[src/hw/rtl/usst_pkg.sv]
// ============================================================================
// usst_pkg
// Shared types and constants for the unordered set store: transaction
// payloads, operation codes and status codes.
// ============================================================================
`default_nettype none

package usst_pkg;

    // Default number of entries the store can hold.
    localparam int CAPACITY_DEF = 64;

    // Width of the position and count fields in a result transaction.
    localparam int POS_W = 7;

    // Operation codes carried in the kind field.
    localparam logic [1:0] KIND_LOOKUP = 2'd0;
    localparam logic [1:0] KIND_INSERT = 2'd1;
    localparam logic [1:0] KIND_DELETE = 2'd2;

    // Status codes returned with each result.
    localparam logic [1:0] ST_DONE       = 2'd0;
    localparam logic [1:0] ST_DUPLICATE  = 2'd1;
    localparam logic [1:0] ST_DEL_ABSENT = 2'd2;
    localparam logic [1:0] ST_FULL       = 2'd3;

    typedef struct packed {
        logic [1:0]         kind;
        logic signed [31:0] value;
    } t_in_item;

    typedef struct packed {
        logic             found;
        logic [POS_W-1:0] position;
        logic [POS_W-1:0] count_after;
        logic [1:0]       status;
    } t_out_item;

    typedef enum logic [1:0] {
        S_IDLE,
        S_SEARCH,
        S_SHIFT,
        S_RESP
    } t_seq_state;

endpackage

`default_nettype wire

[src/hw/rtl/usst_mem.sv]
// ============================================================================
// usst_mem
// Element storage: one write port and one read port, read data registered.
// ============================================================================
`default_nettype none

module usst_mem #(
    parameter int DEPTH  = 64,
    parameter int ADDR_W = 6
) (
    input  wire logic              i_clk,
    input  wire logic              i_rd_en,
    input  wire logic [ADDR_W-1:0] i_rd_addr,
    output logic      [31:0]       o_rd_data,
    input  wire logic              i_wr_en,
    input  wire logic [ADDR_W-1:0] i_wr_addr,
    input  wire logic [31:0]       i_wr_data
);

    logic [31:0] r_mem [DEPTH];
    logic [31:0] r_rd_data;

    always_ff @(posedge i_clk) begin
        if (i_wr_en) begin
            r_mem[i_wr_addr] <= i_wr_data;
        end
    end

    always_ff @(posedge i_clk) begin
        if (i_rd_en) begin
            r_rd_data <= r_mem[i_rd_addr];
        end
    end

    assign o_rd_data = r_rd_data;

endmodule

`default_nettype wire

[src/hw/rtl/usst_seq.sv]
// ============================================================================
// usst_seq
// Operation sequencer: runs the linear search over the element memory,
// appends on insert and compacts the memory on delete.
// ============================================================================
`default_nettype none

module usst_seq
    import usst_pkg::*;
#(
    parameter int CAPACITY = CAPACITY_DEF,
    parameter int CNT_W    = 7,
    parameter int ADDR_W   = 6
) (
    input  wire logic              i_clk,
    input  wire logic              i_rst_n,
    input  wire logic              i_req_valid,
    output logic                   o_req_ready,
    input  wire t_in_item          i_req,
    output logic                   o_res_valid,
    input  wire logic              i_res_ready,
    output t_out_item              o_res,
    output logic                   o_rd_en,
    output logic      [ADDR_W-1:0] o_rd_addr,
    input  wire logic [31:0]       i_rd_data,
    output logic                   o_wr_en,
    output logic      [ADDR_W-1:0] o_wr_addr,
    output logic      [31:0]       o_wr_data
);

    t_seq_state r_state, n_state;

    logic [1:0]       r_kind, n_kind;
    logic [31:0]      r_value, n_value;
    logic [CNT_W-1:0] r_count, n_count;
    logic [CNT_W-1:0] r_idx, n_idx;
    logic             r_cmp_vld, n_cmp_vld;
    logic [CNT_W-1:0] r_cmp_idx, n_cmp_idx;
    logic             r_found, n_found;
    logic [CNT_W-1:0] r_pos, n_pos;
    logic [1:0]       r_status, n_status;

    logic             w_match;
    logic             w_scan_more;
    logic             w_full;
    logic             w_search_end;
    logic             w_shift_end;
    logic [CNT_W-1:0] w_prev_idx;

    // A compare is pending for r_cmp_idx; the read data now holds that entry.
    assign w_match      = r_cmp_vld && (i_rd_data == r_value);
    assign w_scan_more  = (r_idx < r_count);
    assign w_full       = (r_count >= CNT_W'(CAPACITY));
    assign w_search_end = (r_state == S_SEARCH)
                          && (w_match || (!w_scan_more && !r_cmp_vld));
    assign w_shift_end  = (r_state == S_SHIFT) && !w_scan_more && !r_cmp_vld;
    assign w_prev_idx   = r_cmp_idx - CNT_W'(1);

    // Next state.
    always_comb begin
        n_state = r_state;
        case (r_state)
            S_IDLE: begin
                if (i_req_valid) begin
                    n_state = S_SEARCH;
                end
            end
            S_SEARCH: begin
                if (w_search_end) begin
                    n_state = (r_kind == KIND_DELETE && w_match) ? S_SHIFT : S_RESP;
                end
            end
            S_SHIFT: begin
                if (w_shift_end) begin
                    n_state = S_RESP;
                end
            end
            S_RESP: begin
                if (i_res_ready) begin
                    n_state = S_IDLE;
                end
            end
            default: begin
                n_state = S_IDLE;
            end
        endcase
    end

    // Datapath and memory control.
    always_comb begin
        n_kind    = r_kind;
        n_value   = r_value;
        n_count   = r_count;
        n_idx     = r_idx;
        n_cmp_vld = r_cmp_vld;
        n_cmp_idx = r_cmp_idx;
        n_found   = r_found;
        n_pos     = r_pos;
        n_status  = r_status;
        o_rd_en   = 1'b0;
        o_rd_addr = r_idx[ADDR_W-1:0];
        o_wr_en   = 1'b0;
        o_wr_addr = r_count[ADDR_W-1:0];
        o_wr_data = r_value;
        case (r_state)
            S_IDLE: begin
                if (i_req_valid) begin
                    n_kind    = i_req.kind;
                    n_value   = i_req.value;
                    n_idx     = '0;
                    n_cmp_vld = 1'b0;
                end
            end
            S_SEARCH: begin
                if (w_match) begin
                    n_found   = 1'b1;
                    n_pos     = r_cmp_idx;
                    n_cmp_vld = 1'b0;
                    n_idx     = r_cmp_idx + CNT_W'(1);
                    n_status  = (r_kind == KIND_INSERT) ? ST_DUPLICATE : ST_DONE;
                end else if (w_scan_more) begin
                    o_rd_en   = 1'b1;
                    n_cmp_vld = 1'b1;
                    n_cmp_idx = r_idx;
                    n_idx     = r_idx + CNT_W'(1);
                end else if (r_cmp_vld) begin
                    n_cmp_vld = 1'b0;
                end else begin
                    // Every stored entry was compared without a hit.
                    n_found  = 1'b0;
                    n_pos    = r_count;
                    n_status = ST_DONE;
                    if (r_kind == KIND_INSERT) begin
                        if (w_full) begin
                            n_status = ST_FULL;
                        end else begin
                            o_wr_en = 1'b1;
                            n_count = r_count + CNT_W'(1);
                        end
                    end else if (r_kind == KIND_DELETE) begin
                        n_status = ST_DEL_ABSENT;
                    end
                end
            end
            S_SHIFT: begin
                // Each entry read is written back one place lower.
                if (r_cmp_vld) begin
                    o_wr_en   = 1'b1;
                    o_wr_addr = w_prev_idx[ADDR_W-1:0];
                    o_wr_data = i_rd_data;
                end
                if (w_scan_more) begin
                    o_rd_en   = 1'b1;
                    n_cmp_vld = 1'b1;
                    n_cmp_idx = r_idx;
                    n_idx     = r_idx + CNT_W'(1);
                end else begin
                    n_cmp_vld = 1'b0;
                end
                if (w_shift_end) begin
                    n_count = r_count - CNT_W'(1);
                end
            end
            S_RESP: begin
            end
            default: begin
            end
        endcase
    end

    always_ff @(posedge i_clk) begin
        if (!i_rst_n) begin
            r_state   <= S_IDLE;
            r_count   <= '0;
            r_cmp_vld <= 1'b0;
        end else begin
            r_state   <= n_state;
            r_count   <= n_count;
            r_cmp_vld <= n_cmp_vld;
        end
    end

    always_ff @(posedge i_clk) begin
        r_kind    <= n_kind;
        r_value   <= n_value;
        r_idx     <= n_idx;
        r_cmp_idx <= n_cmp_idx;
        r_found   <= n_found;
        r_pos     <= n_pos;
        r_status  <= n_status;
    end

    assign o_req_ready       = (r_state == S_IDLE);
    assign o_res_valid       = (r_state == S_RESP);
    assign o_res.found       = r_found;
    assign o_res.position    = POS_W'(r_pos);
    assign o_res.count_after = POS_W'(r_count);
    assign o_res.status      = r_status;

endmodule

`default_nettype wire

[src/hw/rtl/unordered_set_store_core.sv]
// ============================================================================
// unordered_set_store_core
// Set of distinct 32-bit values kept in insertion order, with lookup, insert
// and order-keeping delete over an element memory with one read port and one
// write port.
// ============================================================================
//
//  Channel | Direction | Handshake                  | Payload
//  --------+-----------+----------------------------+------------------------
//  in      | input     | i_in_valid / o_in_ready    | i_in_item  (t_in_item)
//  out     | output    | o_out_valid / i_out_ready  | o_out_item (t_out_item)
//
// The search reads one entry per cycle and stops at the first hit or after
// the last of the N stored entries. A delete that hits then moves each later
// entry down with one read and one write per cycle. Reset clears the count
// and control state, not the memory.
// A result waits in the output register while the next transaction runs.
// ============================================================================
`default_nettype none

module unordered_set_store_core
    import usst_pkg::*;
#(
    parameter int CAPACITY = CAPACITY_DEF
) (
    input  wire logic      i_clk,
    input  wire logic      i_rst_n,
    input  wire logic      i_in_valid,
    output logic           o_in_ready,
    input  wire t_in_item  i_in_item,
    output logic           o_out_valid,
    input  wire logic      i_out_ready,
    output t_out_item      o_out_item
);

    // The count must reach CAPACITY itself; the address only CAPACITY - 1.
    localparam int CNT_W  = $clog2(CAPACITY + 1);
    localparam int ADDR_W = (CAPACITY > 1) ? $clog2(CAPACITY) : 1;

    logic              w_res_valid;
    logic              w_res_ready;
    t_out_item         w_res;
    logic              w_rd_en;
    logic [ADDR_W-1:0] w_rd_addr;
    logic [31:0]       w_rd_data;
    logic              w_wr_en;
    logic [ADDR_W-1:0] w_wr_addr;
    logic [31:0]       w_wr_data;

    logic      r_out_vld;
    t_out_item r_out_item;

    // The sequencer owns all element traffic; the memory only stores.
    usst_seq #(
        .CAPACITY (CAPACITY),
        .CNT_W    (CNT_W),
        .ADDR_W   (ADDR_W)
    ) u_seq (
        .i_clk       (i_clk),
        .i_rst_n     (i_rst_n),
        .i_req_valid (i_in_valid),
        .o_req_ready (o_in_ready),
        .i_req       (i_in_item),
        .o_res_valid (w_res_valid),
        .i_res_ready (w_res_ready),
        .o_res       (w_res),
        .o_rd_en     (w_rd_en),
        .o_rd_addr   (w_rd_addr),
        .i_rd_data   (w_rd_data),
        .o_wr_en     (w_wr_en),
        .o_wr_addr   (w_wr_addr),
        .o_wr_data   (w_wr_data)
    );

    usst_mem #(
        .DEPTH  (CAPACITY),
        .ADDR_W (ADDR_W)
    ) u_mem (
        .i_clk     (i_clk),
        .i_rd_en   (w_rd_en),
        .i_rd_addr (w_rd_addr),
        .o_rd_data (w_rd_data),
        .i_wr_en   (w_wr_en),
        .i_wr_addr (w_wr_addr),
        .i_wr_data (w_wr_data)
    );

    // Output register: it takes a new result whenever it is empty or its
    // current transaction completes in the same cycle.
    assign w_res_ready = !r_out_vld || i_out_ready;

    always_ff @(posedge i_clk) begin
        if (!i_rst_n) begin
            r_out_vld <= 1'b0;
        end else if (w_res_ready) begin
            r_out_vld <= w_res_valid;
        end
    end

    always_ff @(posedge i_clk) begin
        if (w_res_ready && w_res_valid) begin
            r_out_item <= w_res;
        end
    end

    assign o_out_valid = r_out_vld;
    assign o_out_item  = r_out_item;

`ifndef SYNTH
    // A duplicate insert always reports the value as found.
    a_dup_found: assert property (@(posedge i_clk) disable iff (!i_rst_n)
        o_out_valid && (o_out_item.status == ST_DUPLICATE) |-> o_out_item.found)
        else $error("duplicate status without a hit");

    // Full and absent-delete results never report a hit.
    a_miss_status: assert property (@(posedge i_clk) disable iff (!i_rst_n)
        o_out_valid && ((o_out_item.status == ST_FULL)
                        || (o_out_item.status == ST_DEL_ABSENT))
        |-> !o_out_item.found)
        else $error("miss status with a hit");

    // A result offered by the sequencer holds until the output register takes it.
    a_res_hold: assert property (@(posedge i_clk) disable iff (!i_rst_n)
        w_res_valid && !w_res_ready |=> w_res_valid && $stable(w_res))
        else $error("sequencer result changed while stalled");
`endif

endmodule

`default_nettype wire
[config.mk]
export PLATFORM = sky130hd
export DESIGN_NAME = unordered_set_store_core
export DESIGN_NICKNAME = d
export VERILOG_FILES = /design/src/hw/rtl/usst_pkg.sv /design/src/hw/rtl/usst_mem.sv /design/src/hw/rtl/usst_seq.sv /design/src/hw/rtl/unordered_set_store_core.sv
export SDC_FILE = /design/constraint.sdc
export NUM_CORES = 2
export LEC_CHECK = 0
export BUFFER_PORTS_ARGS = -buffer_cell sky130_fd_sc_hd__buf_2
export CORE_UTILIZATION = 50
export DETAILED_ROUTE_END_ITERATION = 7
export PLACE_DENSITY = 0.61
export SLEW_MARGIN = 20
export SYNTH_ARGS = -nofsm -noshare
export SYNTH_HDL_FRONTEND = slang
export SYNTH_SLANG_ARGS = --single-unit
[constraint.sdc]
create_clock -name i_clk -period 9 [get_ports i_clk]
set_input_delay 0 -clock i_clk [delete_from_list [all_inputs] [get_ports i_clk]]
set_output_delay 0 -clock i_clk [all_outputs]
set_load 0.02 [all_outputs]
==> impl_metrics.env <==
export IMPL_grt_max_degree=139
export IMPL_cts_sinks=2166
export IMPL_cp_slowest_stage_delay_ns=0.94
export IMPL_outcome="finished clean"
export IMPL_cpMostUsedCell="buf_4"
export IMPL_startpoint="u_seq.r_idx[1]$_DFFE_PP_"
export IMPL_layout_drive_gt1_share_pct=27.12
export IMPL_area_growth_syn_to_layout_pct=13.63
export IMPL_rsz0062_at_grt="no"
export IMPL_r2r_end="u_mem.o_rd_data[31]$_DFFE_PP_"
export IMPL_cts_buffers=212
export IMPL_vias_per_cell=6.251
export IMPL_fin_crit_sh_pct=56.28
export IMPL_slowest_stage="buf_4"
export IMPL_dr_pass1_iters=6
export IMPL_cp_cell_sequence="buf_4 > buf_4 > buf_4 > buf_4 > mux4_2 > mux2i_1 > a21oi_1 > a22oi_1 > o221ai_1"
export IMPL_start_util_pct=50.37
export IMPL_worstPathMaxFanout=72
export IMPL_hp_class="input pin to flip-flop"
export IMPL_die_x_um=412.2
export IMPL_reg2reg_slack_ns=3.93
export IMPL_internal_power_uw=19970
export IMPL_timing_rr_start="u_seq.r_idx[1]$_DFFE_PP_"
export IMPL_grt_usage_pct=25.67
export IMPL_p_leak_uw=0.02970
export IMPL_reg2reg_depth=9
export IMPL_grt_overflow_total=0
export IMPL_drv_slew=0
export IMPL_switching_power_uw=9236
export IMPL_num_nets_final=4256
export IMPL_drc=0
export IMPL_syn_nets=3965
export IMPL_p_sw_share_pct=31.63
export IMPL_ys_flop_type="edfxtp_1"
export IMPL_async_flop_share_pct=0
export IMPL_root_buffer="clkbuf_16"
export IMPL_synth_edf_count=2155
export IMPL_yosysWarnings=0
export IMPL_worstSetupPathType="flip-flop to flip-flop"
export IMPL_postRouteAntennaNets=0
export IMPL_grt_pass1_wl_um=304600
export IMPL_drt_initial_drc_count=5248
export IMPL_setup_tns_final_ns=0
export IMPL_io_pins=57
export IMPL_coreArea_um2=167000
export IMPL_hold_end="u_seq.r_state[0]$_SDFFE_PN0P_"
export IMPL_dp_hpwl_um=121500
export IMPL_synth_avg_cell_area_um2=21.53
export IMPL_ir_worst_vdd_mv=0.2795
export IMPL_wl_um=216400
export IMPL_final_common_cell="edfxtp_1"
export IMPL_fmax_ghz=0.1974
export IMPL_clk_path_buf_depth=3
export IMPL_clk_insertion_delay_late_ns=0.86
export IMPL_vias=41180
export IMPL_skew_ns=0.05157
export IMPL_pwr_share_clk_pct=29.5
export IMPL_synth_area_um2=84140
export IMPL_postCtsSetupRepairBufs=0
export IMPL_ys_seq_elements=2166
export IMPL_dieArea_um2=169900
export IMPL_grt_pass1_vias=40600
export IMPL_final_hold_violation_count=0
export IMPL_cts_tree="yes"
export IMPL_place_gp_congestion=0.8876
export IMPL_wl_per_cell_um=32.84
export IMPL_cts_hold_repair_buffers=76
export IMPL_share_comb_of_total_power_pct=29.1
export IMPL_drv_cap=0
export IMPL_synthTopCellsByArea="edfxtp_1 77%, mux4_2 14%, mux2i_1 1.5%"
export IMPL_synthDistinctLibCells=56
export IMPL_cts_resized=0
export IMPL_antenna_found_initial=14
export IMPL_power_frac_seq_pct=41.5
export IMPL_synth_top_area_share_pct=76.91
export IMPL_final_cell_mix="2,155 x edfxtp_1, 512 x mux4_2, 213 x clkbuf_16, 161 x nand2_1, 148 x buf_4"
export IMPL_die_y_um=412.2
export IMPL_io_buffers=56
export IMPL_relSlewSlack_pct=19.42
export IMPL_finalSetupViolCount=0
export IMPL_netlist_instances=3908
export IMPL_min_path_cells=6
export IMPL_finalCriticalPeriod_ns=5.065
export IMPL_crit_arrival_ns=5.63
export IMPL_yosysTopAreaCell="edfxtp_1"
export IMPL_path_clk_slew_ns=0.06
export IMPL_worstMarginPinSlew_ns=1.209
export IMPL_required_ns=9.56
export IMPL_h_tree_depth=4
export IMPL_min_delay_start="i_in_valid"
export IMPL_hold_slack_ns=0.2260
export IMPL_critPathLaunchType="flip-flop"
export IMPL_endpoint_kind="flip-flop"
export IMPL_power_density_nw_per_um2=305.5
export IMPL_ys_seq_area_share_pct=77.17
export IMPL_rows=150
==> worst max-delay path by stage <==
stage / end / slack, ns
final: u_mem.o_rd_data[31]$_DFFE_PP_ / 3.93
after global placement: u_mem.o_rd_data[31]$_DFFE_PP_ / 4.07
after CTS: u_mem.o_rd_data[31]$_DFFE_PP_ / 4.01
after global routing: u_mem.o_rd_data[31]$_DFFE_PP_ / 3.82
after floorplan: u_mem.o_rd_data[0]$_DFFE_PP_ / 5.19
after detailed placement: u_mem.o_rd_data[31]$_DFFE_PP_ / 4.00
==> registers in the layout, summed over array words and instances, names as in the netlist <==
register         count
u_seq.r_found        1
u_seq.r_cmp_vld      1
u_seq.r_count        7
o_out_item          17
u_seq.r_pos          7
u_seq.r_state        2
u_seq.r_status       2
u_mem.r_mem       2048
u_seq.r_kind         2
u_seq.r_cmp_idx      7
u_mem.o_rd_data     32
u_seq.r_idx          7
o_out_valid          1
u_seq.r_value       32
==> power groups by stage <==
| stage | sequential [µW] | clock, µW | combinational, µW |
|---|---|---|---|
| floorplan | 12200 | 0 | 5330 |
| global placement | 12300 | 0 | 8450 |
| detailed placement | 12300 | 0 | 8500 |
| CTS | 12100 | 8730 | 8540 |
| global route | 12100 | 9100 | 8940 |
| finish | 12100 | 8610 | 8480 |
==> layout make-up <==
type / instances / area (µm²)
inverters: 18 / 67.56
flip-flops and latches: 2166 / 64930
clock inverters: 129 / 1170
clock buffers: 266 / 5539
well taps: 2204 / 2758
multi-input cells: 1514 / 18840
fillers: 12180 / 71430
diodes: 4 / 10.01
repair buffers: 287 / 2292
==> metrics by stage <==
step | cell area [µm²] | setup WS [ns] | std cells | total power [µW] | utilization [%]
floorplan | 84140 | 5.187 | 3908 | 17550 | -
global placement | 88120 | 4.069 | 6113 | 20750 | 52.76
detailed placement | 88130 | 4.004 | 6113 | 20810 | 52.76
CTS | 95600 | 4.007 | 6584 | 29380 | 57.23
global route | 95600 | 3.822 | 6584 | 30150 | 57.23
finish | 95610 | 3.935 | 6588 | 29200 | 57.24
==> critical path, delay by kind of cell, from the launching register on <==
kind | cells | cell delay, ns
buffers and inverters | 4 | 2.93
AO/OA/AOI/OAI | 3 | 0.75
multiplexers | 2 | 0.55
flip-flops | 1 | 0.38
==> cell usage after synthesis, types with 12 or more instances <==
cell type,count
buf_2,67
a21oi_1,77
mux2_2,66
mux4_2,512
xnor2_1,12
nor2b_1,70
nand3_1,17
o221ai_1,32
inv_1,17
a22oi_1,33
o21ai_0,89
ha_1,18
mux2i_1,130
clkbuf_1,115
a211oi_1,67
edfxtp_1,2155
xor2_1,36
nand2_1,194
buf_1,19
nor2_1,81
==> layer usage <==
metal  vias up  share of wire (%)  global-route usage, %
met5         -              0.026                      0
met4         8                2.0                  5.958
met3       280                9.1                  5.848
met2      1773                 47                  39.64
met1     22190                 42                  37.51
li1      16930                  -                      -
==> logic make-up after synthesis <==
logic type,synth area share (%)
compound gates,2.558
xor+xnor,0.4996
fa+ha+maj,0.2915
buf+inv,1.157
flops,77.17
mux,16.13
simple gates,2.187
Note: power is estimated with default switching activity, not from simulation.
